File: config.mk
export PLATFORM = sky130hd
export DESIGN_NAME = incremental_pid_wheel_speed_unit
export DESIGN_NICKNAME = d
export VERILOG_FILES = /design/src/hdl/ipws_pkg.sv /design/src/hdl/ipws_cfg.sv /design/src/hdl/ipws_div.sv /design/src/hdl/ipws_dp.sv /design/src/hdl/ipws_ctrl.sv /design/src/hdl/incremental_pid_wheel_speed_unit.sv
export SDC_FILE = /design/constraint.sdc
export NUM_CORES = 2
export LEC_CHECK = 0
export BUFFER_PORTS_ARGS = -buffer_cell sky130_fd_sc_hd__buf_2
export CORE_MARGIN = 5
export CORE_UTILIZATION = 55
export DETAILED_ROUTE_END_ITERATION = 7
export PLACE_DENSITY = 0.71
export SETUP_SLACK_MARGIN = 0.1
export SLEW_MARGIN = 10
export SYNTH_ARGS = -nofsm -noshare
export SYNTH_HDL_FRONTEND = slang
export SYNTH_HIERARCHICAL = 1
export SYNTH_SLANG_ARGS = --single-unit
File: constraint.sdc
create_clock -name clk -period 28.3 [get_ports clk]
set_clock_uncertainty 0.15 [all_clocks]
set_input_delay 1.415 -clock clk [delete_from_list [all_inputs] [get_ports clk]]
set_output_delay 1.415 -clock clk [all_outputs]
set_load 0.01 [all_outputs]
File: src/hdl/ipws_pkg.sv
`timescale 1ns / 1ps
// ----------------------------------------------------------------------------
// ipws_pkg
// Shared widths, saturating helpers, datapath operation codes and the
// command, status and configuration bundles of the wheel speed PID unit.
// ----------------------------------------------------------------------------
package ipws_pkg;

  // Fixed field widths
  localparam int unsigned ENC_W     = 32;
  localparam int unsigned TARGET_W  = 16;
  localparam int unsigned DRIVE_W   = 16;
  localparam int unsigned OUT_MAX_W = 15;
  localparam int unsigned GAIN_W    = 10;
  localparam int unsigned CFG_DW    = 32;
  localparam int unsigned PADDR_W   = 5;

  // Intermediate arithmetic: signed 64-bit with saturation
  localparam int unsigned WIDE_W = 64;
  localparam int unsigned WIDE_X = WIDE_W + 1;
  localparam logic signed [WIDE_W-1:0] WIDE_MAX = {1'b0, {(WIDE_W-1){1'b1}}};
  localparam logic signed [WIDE_W-1:0] WIDE_MIN = {1'b1, {(WIDE_W-1){1'b0}}};

  // Shared multiplier: one 64-bit operand taken in two 32-bit halves
  localparam int unsigned HALF_W  = WIDE_W / 2;
  localparam int unsigned MUL_A_W = HALF_W + 1;
  localparam int unsigned MUL_G_W = GAIN_W + 1;
  localparam int unsigned MUL_P_W = MUL_A_W + MUL_G_W;
  localparam int unsigned FULL_W  = MUL_P_W + HALF_W;

  // Serial divider: quotient bits per cycle
  localparam int unsigned DIV_BITS   = 4;
  localparam int unsigned DIV_CYCLES = WIDE_W / DIV_BITS;
  localparam int unsigned DIV_CNT_W  = $clog2(DIV_CYCLES);

  // Datapath operations issued by the controller
  typedef enum logic [4:0] {
    OP_NOP,
    OP_LOAD,
    OP_RESET,
    OP_DELTA,
    OP_NEGD,
    OP_ERR,
    OP_NEGL,
    OP_DDIF,
    OP_MUL_LO,
    OP_MUL_HI,
    OP_MUL_FIN,
    OP_SETP,
    OP_NEGP,
    OP_SUBD,
    OP_ADDI,
    OP_DIV_GO,
    OP_DRIVE,
    OP_CLAMP,
    OP_INTEG,
    OP_OUT
  } dp_op_e;

  // Operand pair for the shared multiplier
  typedef enum logic [1:0] {
    MS_P,
    MS_D,
    MS_I
  } mul_sel_e;

  typedef struct packed {
    dp_op_e   op;
    mul_sel_e msel;
  } ipws_cmd_t;

  typedef struct packed {
    logic is_reset;
    logic div_done;
    logic clamp_hit;
  } ipws_status_t;

  typedef struct packed {
    logic [DRIVE_W-1:0]   out_min;
    logic [OUT_MAX_W-1:0] out_max;
    logic [GAIN_W-1:0]    gain_p;
    logic [GAIN_W-1:0]    gain_i;
    logic [GAIN_W-1:0]    gain_d;
    logic [GAIN_W-1:0]    gain_div;
  } ipws_cfg_t;

  // Saturating signed add
  function automatic logic signed [WIDE_W-1:0] sat_add(
    input logic signed [WIDE_W-1:0] a,
    input logic signed [WIDE_W-1:0] b
  );
    logic signed [WIDE_W:0] s;
    s = WIDE_X'(a) + WIDE_X'(b);
    if (s[WIDE_W] != s[WIDE_W-1]) begin
      return s[WIDE_W] ? WIDE_MIN : WIDE_MAX;
    end
    return s[WIDE_W-1:0];
  endfunction

  // Saturating negate
  function automatic logic signed [WIDE_W-1:0] sat_neg(
    input logic signed [WIDE_W-1:0] a
  );
    return (a == WIDE_MIN) ? WIDE_MAX : -a;
  endfunction

endpackage

File: src/hdl/ipws_cfg.sv
`timescale 1ns / 1ps
// ----------------------------------------------------------------------------
// ipws_cfg
// APB-style register file holding the drive limits and the PID gains.
// ----------------------------------------------------------------------------
module ipws_cfg import ipws_pkg::*; (
  input  logic               clk,
  input  logic               rst_n,
  input  logic               psel,
  input  logic               penable,
  input  logic               pwrite,
  input  logic [PADDR_W-1:0] paddr,
  input  logic [CFG_DW-1:0]  pwdata,
  output logic [CFG_DW-1:0]  prdata,
  output logic               pready,
  output ipws_cfg_t          cfg
);

  typedef enum logic [2:0] {
    REG_OUT_MIN  = 3'd0,
    REG_OUT_MAX  = 3'd1,
    REG_GAIN_P   = 3'd2,
    REG_GAIN_I   = 3'd3,
    REG_GAIN_D   = 3'd4,
    REG_GAIN_DIV = 3'd5
  } reg_idx_e;

  ipws_cfg_t cfg_r;
  reg_idx_e  idx;
  logic      wr_en;

  assign idx    = reg_idx_e'(paddr[PADDR_W-1:2]);
  assign wr_en  = psel & penable & pwrite;
  assign pready = 1'b1;
  assign cfg    = cfg_r;

  // Write registers on the access cycle
  always_ff @(posedge clk) begin
    if (!rst_n) begin
      cfg_r.out_min  <= DRIVE_W'(-255);
      cfg_r.out_max  <= OUT_MAX_W'(255);
      cfg_r.gain_p   <= GAIN_W'(4);
      cfg_r.gain_i   <= GAIN_W'(0);
      cfg_r.gain_d   <= GAIN_W'(1);
      cfg_r.gain_div <= GAIN_W'(50);
    end else if (wr_en) begin
      unique case (idx)
        REG_OUT_MIN:  cfg_r.out_min  <= pwdata[DRIVE_W-1:0];
        REG_OUT_MAX:  cfg_r.out_max  <= pwdata[OUT_MAX_W-1:0];
        REG_GAIN_P:   cfg_r.gain_p   <= pwdata[GAIN_W-1:0];
        REG_GAIN_I:   cfg_r.gain_i   <= pwdata[GAIN_W-1:0];
        REG_GAIN_D:   cfg_r.gain_d   <= pwdata[GAIN_W-1:0];
        REG_GAIN_DIV: cfg_r.gain_div <= pwdata[GAIN_W-1:0];
        default: ;
      endcase
    end
  end

  // Read back, lower limit sign-extended
  always_comb begin
    unique case (idx)
      REG_OUT_MIN:  prdata = CFG_DW'(signed'(cfg_r.out_min));
      REG_OUT_MAX:  prdata = CFG_DW'(cfg_r.out_max);
      REG_GAIN_P:   prdata = CFG_DW'(cfg_r.gain_p);
      REG_GAIN_I:   prdata = CFG_DW'(cfg_r.gain_i);
      REG_GAIN_D:   prdata = CFG_DW'(cfg_r.gain_d);
      REG_GAIN_DIV: prdata = CFG_DW'(cfg_r.gain_div);
      default:      prdata = '0;
    endcase
  end

endmodule

File: src/hdl/ipws_div.sv
`timescale 1ns / 1ps
// ----------------------------------------------------------------------------
// ipws_div
// Serial signed divider: 64-bit dividend by a 10-bit divisor, quotient
// truncated toward zero, several restoring steps per cycle.
// ----------------------------------------------------------------------------
module ipws_div import ipws_pkg::*; (
  input  logic                     clk,
  input  logic                     rst_n,
  input  logic                     start,
  input  logic signed [WIDE_W-1:0] dividend,
  input  logic [GAIN_W-1:0]        divisor,
  output logic signed [WIDE_W-1:0] quotient,
  output logic                     done
);

  localparam logic [DIV_CNT_W-1:0] CNT_LAST = DIV_CNT_W'(DIV_CYCLES - 1);

  logic [WIDE_W-1:0]    dvd_r;
  logic [GAIN_W-1:0]    rem_r;
  logic                 neg_r;
  logic [DIV_CNT_W-1:0] cnt_r;
  logic                 busy_r;
  logic                 fix_r;
  logic                 done_r;

  logic [WIDE_W-1:0]    dvd_nxt;
  logic [GAIN_W-1:0]    rem_nxt;

  // Restoring steps for one cycle: shift a dividend bit in, try subtract
  always_comb begin
    logic [GAIN_W:0] t;
    dvd_nxt = dvd_r;
    rem_nxt = rem_r;
    for (int k = 0; k < DIV_BITS; k++) begin
      t       = {rem_nxt, dvd_nxt[WIDE_W-1]};
      dvd_nxt = {dvd_nxt[WIDE_W-2:0], 1'b0};
      if (t >= {1'b0, divisor}) begin
        rem_nxt    = GAIN_W'(t - {1'b0, divisor});
        dvd_nxt[0] = 1'b1;
      end else begin
        rem_nxt = t[GAIN_W-1:0];
      end
    end
  end

  // Sequence control
  always_ff @(posedge clk) begin
    if (!rst_n) begin
      busy_r <= 1'b0;
      fix_r  <= 1'b0;
      done_r <= 1'b0;
      cnt_r  <= '0;
    end else if (start) begin
      busy_r <= 1'b1;
      fix_r  <= 1'b0;
      done_r <= 1'b0;
      cnt_r  <= '0;
    end else if (busy_r) begin
      cnt_r <= cnt_r + 1'b1;
      if (cnt_r == CNT_LAST) begin
        busy_r <= 1'b0;
        fix_r  <= 1'b1;
      end
    end else if (fix_r) begin
      fix_r  <= 1'b0;
      done_r <= 1'b1;
    end
  end

  // Magnitude in, steps, then restore the sign
  always_ff @(posedge clk) begin
    if (start) begin
      dvd_r <= dividend[WIDE_W-1] ? -dividend : dividend;
      rem_r <= '0;
      neg_r <= dividend[WIDE_W-1];
    end else if (busy_r) begin
      dvd_r <= dvd_nxt;
      rem_r <= rem_nxt;
    end else if (fix_r && neg_r) begin
      dvd_r <= -dvd_r;
    end
  end

  assign quotient = signed'(dvd_r);
  assign done     = done_r;

endmodule

File: src/hdl/ipws_dp.sv
`timescale 1ns / 1ps
// ----------------------------------------------------------------------------
// ipws_dp
// PID datapath: wheel state, saturating 64-bit working registers, the
// shared half-word multiplier, the divider and the result registers.
// ----------------------------------------------------------------------------
module ipws_dp import ipws_pkg::*; #(
  parameter int unsigned COUNT_WIDTH    = 32,
  parameter int unsigned INTEGRAL_WIDTH = 48
) (
  input  logic                       clk,
  input  logic                       rst_n,
  input  ipws_cmd_t                  cmd,
  output ipws_status_t               status,
  input  ipws_cfg_t                  cfg,
  input  logic                       in_op,
  input  logic signed [ENC_W-1:0]    in_encoder_count,
  input  logic signed [TARGET_W-1:0] in_target_ticks,
  output logic signed [DRIVE_W-1:0]  out_drive,
  output logic                       out_saturated
);

  localparam int unsigned CW = COUNT_WIDTH;
  localparam int unsigned IW = INTEGRAL_WIDTH;
  localparam logic signed [IW-1:0] INTEG_MAX = {1'b0, {(IW-1){1'b1}}};
  localparam logic signed [IW-1:0] INTEG_MIN = {1'b1, {(IW-1){1'b0}}};

  // Wheel state
  logic [CW-1:0]              last_count_r;
  logic signed [CW-1:0]       last_delta_r;
  logic signed [IW-1:0]       integ_r;
  logic signed [DRIVE_W-1:0]  last_drive_r;

  // Request and working registers
  logic                       op_r;
  logic [CW-1:0]              cnt_r;
  logic signed [TARGET_W-1:0] tgt_r;
  logic signed [WIDE_W-1:0]   delta_r;
  logic signed [WIDE_W-1:0]   err_r;
  logic signed [WIDE_W-1:0]   tmp_r;
  logic signed [WIDE_W-1:0]   ddiff_r;
  logic signed [WIDE_W-1:0]   prod_r;
  logic signed [WIDE_W-1:0]   acc_r;
  logic signed [WIDE_W-1:0]   val_r;
  logic signed [MUL_P_W-1:0]  pp_lo_r;
  logic signed [MUL_P_W-1:0]  pp_hi_r;
  logic signed [DRIVE_W-1:0]  res_drive_r;
  logic                       res_sat_r;
  logic signed [DRIVE_W-1:0]  out_drive_r;
  logic                       out_sat_r;

  logic signed [WIDE_W-1:0]   cnt_ext;
  logic [CW-1:0]              cnt_diff;
  logic signed [WIDE_W-1:0]   tgt_ext;
  logic signed [WIDE_W-1:0]   integ_ext;
  logic signed [WIDE_W-1:0]   err_c;
  logic signed [WIDE_W-1:0]   mul_src;
  logic [GAIN_W-1:0]          mul_gain;
  logic signed [MUL_A_W-1:0]  mul_x;
  logic signed [MUL_G_W-1:0]  mul_y;
  logic signed [MUL_P_W-1:0]  mul_p;
  logic signed [FULL_W-1:0]   full_c;
  logic                       full_fits;
  logic signed [WIDE_W-1:0]   prod_c;
  logic signed [WIDE_W-1:0]   integ_sum;
  logic                       integ_fits;
  logic signed [IW-1:0]       integ_c;
  logic signed [WIDE_W-1:0]   omax_ext;
  logic signed [WIDE_W-1:0]   omin_ext;
  logic                       hi_hit;
  logic                       lo_hit;
  logic signed [DRIVE_W-1:0]  clamp_c;
  logic [GAIN_W-1:0]          div_den;
  logic                       div_start;
  logic signed [WIDE_W-1:0]   div_q;
  logic                       div_done;

  // Extensions of stored values
  assign cnt_ext   = WIDE_W'(in_encoder_count);
  assign cnt_diff  = cnt_r - last_count_r;
  assign tgt_ext   = WIDE_W'(tgt_r);
  assign integ_ext = WIDE_W'(integ_r);
  assign err_c     = sat_add(tgt_ext, tmp_r);

  // Shared multiplier operands
  always_comb begin
    unique case (cmd.msel)
      MS_P: begin
        mul_src  = err_r;
        mul_gain = cfg.gain_p;
      end
      MS_D: begin
        mul_src  = ddiff_r;
        mul_gain = cfg.gain_d;
      end
      MS_I: begin
        mul_src  = err_r;
        mul_gain = cfg.gain_i;
      end
      default: begin
        mul_src  = err_r;
        mul_gain = cfg.gain_p;
      end
    endcase
  end

  always_comb begin
    if (cmd.op == OP_MUL_HI) begin
      mul_x = MUL_A_W'(signed'(mul_src[WIDE_W-1:HALF_W]));
    end else begin
      mul_x = signed'({1'b0, mul_src[HALF_W-1:0]});
    end
  end

  assign mul_y = signed'({1'b0, mul_gain});
  assign mul_p = mul_x * mul_y;

  // Join the half products and saturate to 64 bits
  assign full_c    = (FULL_W'(pp_hi_r) <<< HALF_W) + FULL_W'(pp_lo_r);
  assign full_fits = (&full_c[FULL_W-1:WIDE_W-1]) | ~(|full_c[FULL_W-1:WIDE_W-1]);
  always_comb begin
    if (full_fits) begin
      prod_c = full_c[WIDE_W-1:0];
    end else begin
      prod_c = full_c[FULL_W-1] ? WIDE_MIN : WIDE_MAX;
    end
  end

  // Integral update, saturated to its own width
  assign integ_sum  = sat_add(integ_ext, prod_r);
  assign integ_fits = (&integ_sum[WIDE_W-1:IW-1]) | ~(|integ_sum[WIDE_W-1:IW-1]);
  always_comb begin
    if (integ_fits) begin
      integ_c = integ_sum[IW-1:0];
    end else begin
      integ_c = integ_sum[WIDE_W-1] ? INTEG_MIN : INTEG_MAX;
    end
  end

  // Drive limits, upper one tested first
  assign omax_ext = WIDE_W'(signed'({1'b0, cfg.out_max}));
  assign omin_ext = WIDE_W'(signed'(cfg.out_min));
  assign hi_hit   = (val_r >= omax_ext);
  assign lo_hit   = (val_r <= omin_ext);
  always_comb begin
    if (hi_hit) begin
      clamp_c = signed'({1'b0, cfg.out_max});
    end else if (lo_hit) begin
      clamp_c = signed'(cfg.out_min);
    end else begin
      clamp_c = val_r[DRIVE_W-1:0];
    end
  end

  // Divider, a zero divisor counts as one
  assign div_den   = (cfg.gain_div == '0) ? GAIN_W'(1) : cfg.gain_div;
  assign div_start = (cmd.op == OP_DIV_GO);

  ipws_div u_div (
    .clk      (clk),
    .rst_n    (rst_n),
    .start    (div_start),
    .dividend (acc_r),
    .divisor  (div_den),
    .quotient (div_q),
    .done     (div_done)
  );

  // Wheel state
  always_ff @(posedge clk) begin
    if (!rst_n) begin
      last_count_r <= '0;
      last_delta_r <= '0;
      integ_r      <= '0;
      last_drive_r <= '0;
    end else begin
      case (cmd.op)
        OP_RESET: begin
          last_count_r <= cnt_r;
          last_delta_r <= '0;
          integ_r      <= '0;
          last_drive_r <= '0;
        end
        OP_ERR: begin
          // stopped wheel: drop the integral
          if (tgt_r == '0 && err_c == '0) begin
            integ_r <= '0;
          end
        end
        OP_CLAMP: begin
          last_count_r <= cnt_r;
          last_delta_r <= delta_r[CW-1:0];
          last_drive_r <= clamp_c;
        end
        OP_INTEG: integ_r <= integ_c;
        default: ;
      endcase
    end
  end

  // Working registers
  always_ff @(posedge clk) begin
    case (cmd.op)
      OP_LOAD: begin
        op_r  <= in_op;
        cnt_r <= cnt_ext[CW-1:0];
        tgt_r <= in_target_ticks;
      end
      OP_RESET: begin
        res_drive_r <= '0;
        res_sat_r   <= 1'b0;
      end
      OP_DELTA:   delta_r <= WIDE_W'(signed'(cnt_diff));
      OP_NEGD:    tmp_r   <= sat_neg(delta_r);
      OP_ERR:     err_r   <= err_c;
      OP_NEGL:    tmp_r   <= sat_neg(WIDE_W'(last_delta_r));
      OP_DDIF:    ddiff_r <= sat_add(delta_r, tmp_r);
      OP_MUL_LO:  pp_lo_r <= mul_p;
      OP_MUL_HI:  pp_hi_r <= mul_p;
      OP_MUL_FIN: prod_r  <= prod_c;
      OP_SETP:    acc_r   <= prod_r;
      OP_NEGP:    tmp_r   <= sat_neg(prod_r);
      OP_SUBD:    acc_r   <= sat_add(acc_r, tmp_r);
      OP_ADDI:    acc_r   <= sat_add(acc_r, integ_ext);
      OP_DRIVE:   val_r   <= sat_add(div_q, WIDE_W'(last_drive_r));
      OP_CLAMP: begin
        res_drive_r <= clamp_c;
        res_sat_r   <= hi_hit | lo_hit;
      end
      OP_OUT: begin
        out_drive_r <= res_drive_r;
        out_sat_r   <= res_sat_r;
      end
      default: ;
    endcase
  end

  assign status.is_reset  = op_r;
  assign status.div_done  = div_done;
  assign status.clamp_hit = hi_hit | lo_hit;

  assign out_drive     = out_drive_r;
  assign out_saturated = out_sat_r;

endmodule

File: src/hdl/ipws_ctrl.sv
`timescale 1ns / 1ps
// ----------------------------------------------------------------------------
// ipws_ctrl
// Sequencer for the PID datapath: steps one request through its
// operations and hands the result to the output register.
// ----------------------------------------------------------------------------
module ipws_ctrl import ipws_pkg::*; (
  input  logic         clk,
  input  logic         rst_n,
  input  logic         in_valid,
  output logic         in_ready,
  output logic         out_valid,
  input  logic         out_ready,
  output ipws_cmd_t    cmd,
  input  ipws_status_t status
);

  typedef enum logic [4:0] {
    S_IDLE,
    S_DELTA,
    S_RST,
    S_NEGD,
    S_ERR,
    S_NEGL,
    S_DDIF,
    S_P_LO,
    S_P_HI,
    S_P_FIN,
    S_SETP,
    S_D_LO,
    S_D_HI,
    S_D_FIN,
    S_NEGP,
    S_SUBD,
    S_ADDI,
    S_DIV_GO,
    S_DIV_WAIT,
    S_DRIVE,
    S_CLAMP,
    S_I_LO,
    S_I_HI,
    S_I_FIN,
    S_INTEG,
    S_DONE
  } state_e;

  state_e st_r;
  state_e st_nxt;
  logic   out_valid_r;
  logic   out_free;

  assign out_free  = ~out_valid_r | out_ready;
  assign in_ready  = (st_r == S_IDLE);
  assign out_valid = out_valid_r;

  // Next state
  always_comb begin
    st_nxt = st_r;
    unique case (st_r)
      S_IDLE:     if (in_valid) st_nxt = S_DELTA;
      S_DELTA:    st_nxt = status.is_reset ? S_RST : S_NEGD;
      S_RST:      st_nxt = S_DONE;
      S_NEGD:     st_nxt = S_ERR;
      S_ERR:      st_nxt = S_NEGL;
      S_NEGL:     st_nxt = S_DDIF;
      S_DDIF:     st_nxt = S_P_LO;
      S_P_LO:     st_nxt = S_P_HI;
      S_P_HI:     st_nxt = S_P_FIN;
      S_P_FIN:    st_nxt = S_SETP;
      S_SETP:     st_nxt = S_D_LO;
      S_D_LO:     st_nxt = S_D_HI;
      S_D_HI:     st_nxt = S_D_FIN;
      S_D_FIN:    st_nxt = S_NEGP;
      S_NEGP:     st_nxt = S_SUBD;
      S_SUBD:     st_nxt = S_ADDI;
      S_ADDI:     st_nxt = S_DIV_GO;
      S_DIV_GO:   st_nxt = S_DIV_WAIT;
      S_DIV_WAIT: if (status.div_done) st_nxt = S_DRIVE;
      S_DRIVE:    st_nxt = S_CLAMP;
      // integral only grows while the drive is inside its limits
      S_CLAMP:    st_nxt = status.clamp_hit ? S_DONE : S_I_LO;
      S_I_LO:     st_nxt = S_I_HI;
      S_I_HI:     st_nxt = S_I_FIN;
      S_I_FIN:    st_nxt = S_INTEG;
      S_INTEG:    st_nxt = S_DONE;
      S_DONE:     if (out_free) st_nxt = S_IDLE;
      default:    st_nxt = S_IDLE;
    endcase
  end

  // Command decode
  always_comb begin
    cmd.op   = OP_NOP;
    cmd.msel = MS_P;
    unique case (st_r)
      S_IDLE:     if (in_valid) cmd.op = OP_LOAD;
      S_DELTA:    cmd.op = OP_DELTA;
      S_RST:      cmd.op = OP_RESET;
      S_NEGD:     cmd.op = OP_NEGD;
      S_ERR:      cmd.op = OP_ERR;
      S_NEGL:     cmd.op = OP_NEGL;
      S_DDIF:     cmd.op = OP_DDIF;
      S_P_LO:     cmd.op = OP_MUL_LO;
      S_P_HI:     cmd.op = OP_MUL_HI;
      S_P_FIN:    cmd.op = OP_MUL_FIN;
      S_SETP:     cmd.op = OP_SETP;
      S_D_LO: begin
        cmd.op   = OP_MUL_LO;
        cmd.msel = MS_D;
      end
      S_D_HI: begin
        cmd.op   = OP_MUL_HI;
        cmd.msel = MS_D;
      end
      S_D_FIN: begin
        cmd.op   = OP_MUL_FIN;
        cmd.msel = MS_D;
      end
      S_NEGP:     cmd.op = OP_NEGP;
      S_SUBD:     cmd.op = OP_SUBD;
      S_ADDI:     cmd.op = OP_ADDI;
      S_DIV_GO:   cmd.op = OP_DIV_GO;
      S_DIV_WAIT: cmd.op = OP_NOP;
      S_DRIVE:    cmd.op = OP_DRIVE;
      S_CLAMP:    cmd.op = OP_CLAMP;
      S_I_LO: begin
        cmd.op   = OP_MUL_LO;
        cmd.msel = MS_I;
      end
      S_I_HI: begin
        cmd.op   = OP_MUL_HI;
        cmd.msel = MS_I;
      end
      S_I_FIN: begin
        cmd.op   = OP_MUL_FIN;
        cmd.msel = MS_I;
      end
      S_INTEG:    cmd.op = OP_INTEG;
      S_DONE:     if (out_free) cmd.op = OP_OUT;
      default:    cmd.op = OP_NOP;
    endcase
  end

  // State and output valid
  always_ff @(posedge clk) begin
    if (!rst_n) begin
      st_r        <= S_IDLE;
      out_valid_r <= 1'b0;
    end else begin
      st_r <= st_nxt;
      if (st_r == S_DONE && out_free) begin
        out_valid_r <= 1'b1;
      end else if (out_ready) begin
        out_valid_r <= 1'b0;
      end
    end
  end

endmodule

File: src/hdl/incremental_pid_wheel_speed_unit.sv
`timescale 1ns / 1ps
// ----------------------------------------------------------------------------
// incremental_pid_wheel_speed_unit
// Incremental PID speed controller with anti-windup for one wheel.
// ----------------------------------------------------------------------------
// Each request is either a reset (op = 1), which stores the encoder count and
// returns drive 0, or a control frame (op = 0), which adds the scaled PID
// step to the previous drive, clamps it to [out_min, out_max] and grows the
// integral only while unclamped. One request is handled at a time. Most of
// the time goes to the serial divider, which yields four quotient bits a
// cycle over the 64-bit sum and then fixes the sign, and to the shared
// 33x11 multiplier, through which each 64-bit operand goes in two halves
// before the half products are joined. The result sits in an output
// register, so the next request is taken while it waits.
module incremental_pid_wheel_speed_unit import ipws_pkg::*; #(
  parameter int unsigned COUNT_WIDTH    = 32,
  parameter int unsigned INTEGRAL_WIDTH = 48
) (
  input  logic                       clk,
  input  logic                       rst_n,
  input  logic                       psel,
  input  logic                       penable,
  input  logic                       pwrite,
  input  logic [PADDR_W-1:0]         paddr,
  input  logic [CFG_DW-1:0]          pwdata,
  output logic [CFG_DW-1:0]          prdata,
  output logic                       pready,
  input  logic                       in_valid,
  output logic                       in_ready,
  input  logic                       in_op,
  input  logic signed [ENC_W-1:0]    in_encoder_count,
  input  logic signed [TARGET_W-1:0] in_target_ticks,
  output logic                       out_valid,
  input  logic                       out_ready,
  output logic signed [DRIVE_W-1:0]  out_drive,
  output logic                       out_saturated
);

  ipws_cfg_t    cfg;
  ipws_cmd_t    cmd;
  ipws_status_t status;

  // Configuration registers
  ipws_cfg u_cfg (
    .clk     (clk),
    .rst_n   (rst_n),
    .psel    (psel),
    .penable (penable),
    .pwrite  (pwrite),
    .paddr   (paddr),
    .pwdata  (pwdata),
    .prdata  (prdata),
    .pready  (pready),
    .cfg     (cfg)
  );

  // Sequencer
  ipws_ctrl u_ctrl (
    .clk       (clk),
    .rst_n     (rst_n),
    .in_valid  (in_valid),
    .in_ready  (in_ready),
    .out_valid (out_valid),
    .out_ready (out_ready),
    .cmd       (cmd),
    .status    (status)
  );

  // Datapath
  ipws_dp #(
    .COUNT_WIDTH    (COUNT_WIDTH),
    .INTEGRAL_WIDTH (INTEGRAL_WIDTH)
  ) u_dp (
    .clk              (clk),
    .rst_n            (rst_n),
    .cmd              (cmd),
    .status           (status),
    .cfg              (cfg),
    .in_op            (in_op),
    .in_encoder_count (in_encoder_count),
    .in_target_ticks  (in_target_ticks),
    .out_drive        (out_drive),
    .out_saturated    (out_saturated)
  );

endmodule
## Yosys cells after proc, flatten, opt, wreduce, memory -nomap -nowiden

Cells that the tools add are included.
W data, S select, Z words.

- Bits in registers: 874
- Memories kept: 0
- Output and inout port bits: 52
- Bits in writable memories: 0
- Bits in read-only memories: 0
- Latch bits: 0

- Equal/unequal tests: 65
- Multipliers: 1
- Div/mod/pow operators: 0
- Reductions and logical operators: 36
- $add $sub $neg: 18
- Muxes and demuxes: 76
- Shift-type cells: 0
- Magnitude comparators: 6
- Bitwise logic cells: 11

Operators with widths:

| cell | number |
|---|---|
| $mux W64 | 28 |
| $pmux W64 S3 | 2 |
| $neg A64 Y64 | 3 |
| $pmux W32 S6 | 1 |
| $mux W48 | 3 |
| $pmux W48 S3 | 1 |
| $eq A32 B64 Y1 const B | 2 |
| $neg A32 Y64 | 2 |
| $pmux W5 S25 | 1 |
| $pmux W5 S19 | 1 |
| $eq A5 B4 Y1 const B | 16 |
| $add A76 B44 Y76 | 1 |
| $eq A5 B5 Y1 const B | 14 |
| $add A16 B64 Y65 | 1 |
| $add A32 B64 Y65 | 1 |
| $add A48 B64 Y65 | 1 |
| $add A64 B16 Y65 | 1 |
| $add A64 B48 Y65 | 1 |
| $add A64 B64 Y65 | 1 |
| $eq A64 B64 Y1 const B | 1 |
| $ge A64 B16 Y1 | 1 |
| $le A64 B16 Y1 | 1 |
| $logic_not A64 Y1 | 1 |
| $pmux W32 S2 | 1 |
| other kinds (45) | 127 |

## Depth between registers and ports, before layout

- Word-level depth: 12
- Gate-level depth with buffers: 44
- Gate-level depth less buffers: 40

## Modules after synthesis

The synthesis kept the hierarchy.

By module, submodules not included:

| module | sequential area each (µm²) | cells an instance | times used | area each (µm²) |
|---|---|---|---|---|
| ipws_dp | 20,189.4 | 7,692 | 1 | 69,223.9 |
| ipws_div | 2,292.2 | 1,073 | 1 | 8,654.6 |
| ipws_cfg | 1,421.4 | 367 | 1 | 3,507.1 |
| ipws_ctrl | 120.1 | 100 | 1 | 649.4 |

## Least setup slack after synthesis

No wires, ideal clock.

- Kind: input port to flip-flop
- From: in out_ready
- To: reg u_dp.pp_hi_r[41] (data pin)
- Slack: 17.273 ns
- Data required time: 27.888 ns
- Cell stages on the path: 38
- Arrival time: 10.615 ns
- Library setup time: 0.262 ns
- Path through: nor2b_1 a2111oi_0 o31a_1 clkbuf_1 nor2b_1 nand2b_1 or2_2 clkbuf_1 buf_1 inv_1 clkbuf_1 nand2_1 nand3_1 o21ai_0 nor2_1 fa_1 inv_1 fa_1 (+2 left out) fa_1 inv_1 fa_1 inv_1 ha_1 a21o_1 a21o_1 a21oi_1 nand3b_1 o211ai_1 nand2_1 o221ai_1 o221ai_1 o41ai_1 o31ai_1 a311o_1 a21oi_1 xnor2_1

RTL lines:

| element | line | source |
|---|---|---|
| start, declared | incremental_pid_wheel_speed_unit.sv:34 | `input logic out_ready,` |
| end signal, assigned | ipws_dp.sv:219 | `OP_MUL_HI: pp_hi_r <= mul_p;` |
| end, declared | ipws_dp.sv:46 | `logic signed [MUL_P_W-1:0] pp_hi_r;` |

==> summary.txt <==
reg2reg setup slack: 16.17 ns
instance count of the mapped netlist: 9,232
HPWL after DPL: 206 mm
Worst Hold Class: flop to flop
drt wl/cell: 24.0 um
largest net degree at the start of global routing: 115
P&R area growth vs syn: 6.97%
first-pass GRT wire length: 405 mm
CORE AREA: 148,000 sq um
nets: 10,210
filler cell count: 12,845
setup TNS: 0 ns
share of the synthesized area in the top cell type: 0.239
DP Area: 84,200 sq um
register bit total from synthesis: 874
Post-Place Worst Slack: 15.57 ns
clock insertion delay at the later pin of the skew report: 0.74 ns
critical path launch point type: flop
Seq/Total Area, Yosys: 0.293
synth cell count leaders: nand2_1 (945), a21oi_1 (708), ha_1 (685)
IO Port Bufs: 125
RSZ-0062 raised after global routing: no
Hold Violations, Final: 0
most common cell in the synthesized netlist: nand2_1
Critical Path RT: 28.58 ns
Starting Density: 0.554
Yosys warning total: 6
status: complete, no violations
Max-cap violations: 0
DRC viols: 0
routability cong.: 0.999
CP Capture Type: flop
Die ar.: 157,000 sq um
r2r worst-path depth: 36
postcts setup bufs: 0
worst-path fanout max: 39
Avg Inst Size Synth: 8.89 sq um
Syn Nets: 10,303
setup slack after layout: 16.17 ns
initial antenna violation count: 14
final setup fails: 0
gr usage total: 0.330
clk slew on worst S/H paths: 0.06 ns
Setup crit start: u_ctrl/st_r[4]
ys async rst share: 0
routed vias: 72,172
min Tclk post-route: 12.13 ns
die height: 396 um
layout cell share with drive strength beyond 1: 0.0687
H-tree Lvls: 3
number of flops mapped to enable cells by yosys: 652
vias in the first global route: 68,623
Num CTS Buffers: 100
VDD IR max: 0.172 mV
Top Ports: 145
top_reg_cell synth: edfxtp_1
post-route cell area: 87,800 sq um
Fmax: 82.4 MHz
Pwr Density: 123 nW/um^2
Clock Sinks: 874
static leakage: 36.0 nW
max incr delay on CP: 0.91 ns
FP Rows: 141
Post-CTS Hold Fix Bufs: 0
Final Max Tran Viols: 0
Period Utilization, post-route: 0.429
synthesized area: 82,000 sq um
CTS tree: done
Total Wirelength: 268 mm
CP most frequent cell: fa_1
Post-CTS Resized: 0
Slew @ Worst Pin: 1.24 ns
Worst R2R End: u_dp/pp_lo_r[41]
grt ovf: 0
antenna-violating nets left: 0
First-pass DRT Iterations: 6
distinct cell type count after synthesis: 122
CP Class: flop to flop
largest cells by area after synthesis: edfxtp_1 (24%), ha_1 (10%), fa_1 (7.2%)
largest area contributor in the netlist: edfxtp_1
Clock Path Buffers: 3
Slowest-stage cell, CP: o41ai_2
DRT iter0 DRCs: 6,904
Worst Path Arrival: 12.42 ns
die width: 396 um
Vias per Instance: 6.47
worst rel slew slack: 0.169
Reg-to-Reg Start: u_ctrl/st_r[4]
Critical Path Sink: u_dp/pp_lo_r[41]
clk root buf: clkbuf_16
through the flow:
step / hold WS, ns / util / power [W] / instances
detailed placement: 0.255 / 0.569 / 0.00922 / 10967
finish: 0.267 / 0.593 / 0.0108 / 11159
CTS: 0.269 / 0.593 / 0.0107 / 11155
global route: 0.275 / 0.593 / 0.0115 / 11155
floorplan: 0.250 / - / 0.00715 / 9232
global placement: 0.256 / 0.569 / 0.00914 / 10967
final cells by class:
type | count | area [sq um] | share of cell area
diodes | 4 | 10.0 | 0.000114
clock buffers | 120 | 2730 | 0.0311
clock inverters | 68 | 807 | 0.00920
inverters | 600 | 2250 | 0.0257
multi-input cells | 7345 | 54200 | 0.617
flip-flops and latches | 874 | 24000 | 0.274
well taps | 1930 | 2410 | 0.0275
repair buffers | 218 | 1330 | 0.0151
logic make-up (layout without fill, tap and decap cells):
group,count (synthesis),count (layout),share of synthesized area
XOR/XNOR,700,700,0.0748
flip-flops,874,874,0.293
multiplexers,157,157,0.0241
AND/OR/NAND/NOR,2772,2772,0.165
AO/OA/AOI/OAI,2710,2710,0.214
other,1,5,0.0000457
adder cells (fa/ha/maj),1005,1005,0.179
buffers and inverters,1013,1006,0.0493
critical path, delay by kind of cell (launching register included):
kind            cells  cell delay [ns]
flops               1             0.87
simple gates        9             1.83
buf+inv             8             1.92
fa+ha+maj           6             2.68
compound gates     12             4.01
xor+xnor            1             0.28
cell usage in the layout (no fill, tap or decap), types with 124 or more instances in the layout:
| master | netlist | final |
|---|---|---|
| edfxtp_1 | 652 | 652 |
| nor2b_1 | 253 | 252 |
| xor2_1 | 291 | 291 |
| a21oi_1 | 708 | 703 |
| nand2_1 | 945 | 942 |
| nand3_1 | 129 | 128 |
| o21ai_0 | 600 | 598 |
| nor2_1 | 573 | 566 |
| inv_1 | 597 | 595 |
| a21o_1 | 297 | 295 |
| nor3_1 | 176 | 173 |
| ha_1 | 685 | 684 |
| buf_2 | 49 | 124 |
| nand4_1 | 126 | 126 |
| dfxtp_1 | 222 | 220 |
| fa_1 | 293 | 293 |
| xnor2_1 | 408 | 408 |
sequential cells by signal, summed over array words and instances (netlist names), 4 cells and up:
signal / cells
u_cfg/cfg: 71
u_ctrl/st_r: 5
u_dp/acc_r: 64
u_dp/cnt_r: 32
u_dp/ddiff_r: 64
u_dp/delta_r: 32
u_dp/err_r: 64
u_dp/integ_r: 48
u_dp/last_count_r: 32
u_dp/last_delta_r: 32
u_dp/last_drive_r: 16
u_dp/out_drive: 16
u_dp/pp_hi_r: 44
u_dp/pp_lo_r: 44
u_dp/prod_r: 64
u_dp/res_drive_r: 16
u_dp/tgt_r: 16
u_dp/tmp_r: 64
u_dp/u_div/cnt_r: 4
u_dp/u_div/quotient: 64
u_dp/u_div/rem_r: 10
u_dp/val_r: 64
layer usage:
metal | global-route usage | routed length (um)
met1 | 0.431 | 109000
met2 | 0.533 | 120000
met3 | 0.0557 | 23100
met4 | 0.163 | 16300
met5 | 0 | 44
worst min path at each step:
stage | start | end | slack (ns) | depth (start not counted)
finish | u_dp/res_drive_r[0] | u_dp/out_drive[0] | 0.27 | 0
global route | u_dp/res_drive_r[10] | u_dp/out_drive[10] | 0.28 | 0
CTS | u_dp/res_drive_r[0] | u_dp/out_drive[0] | 0.27 | 0
detailed placement | u_dp/res_drive_r[0] | u_dp/out_drive[0] | 0.25 | 0
global placement | u_dp/res_drive_r[7] | u_dp/out_drive[7] | 0.26 | 0
floorplan | u_dp/res_drive_r[0] | u_dp/out_drive[0] | 0.25 | 0
power breakdown:
group | switching (W) | internal, W | leakage, nW
clock network | 0.000585 | 0.000816 | 1.70
registers | 0.000505 | 0.00202 | 7.74
logic | 0.00442 | 0.00246 | 26.6
(Power assumes the default switching activity.)
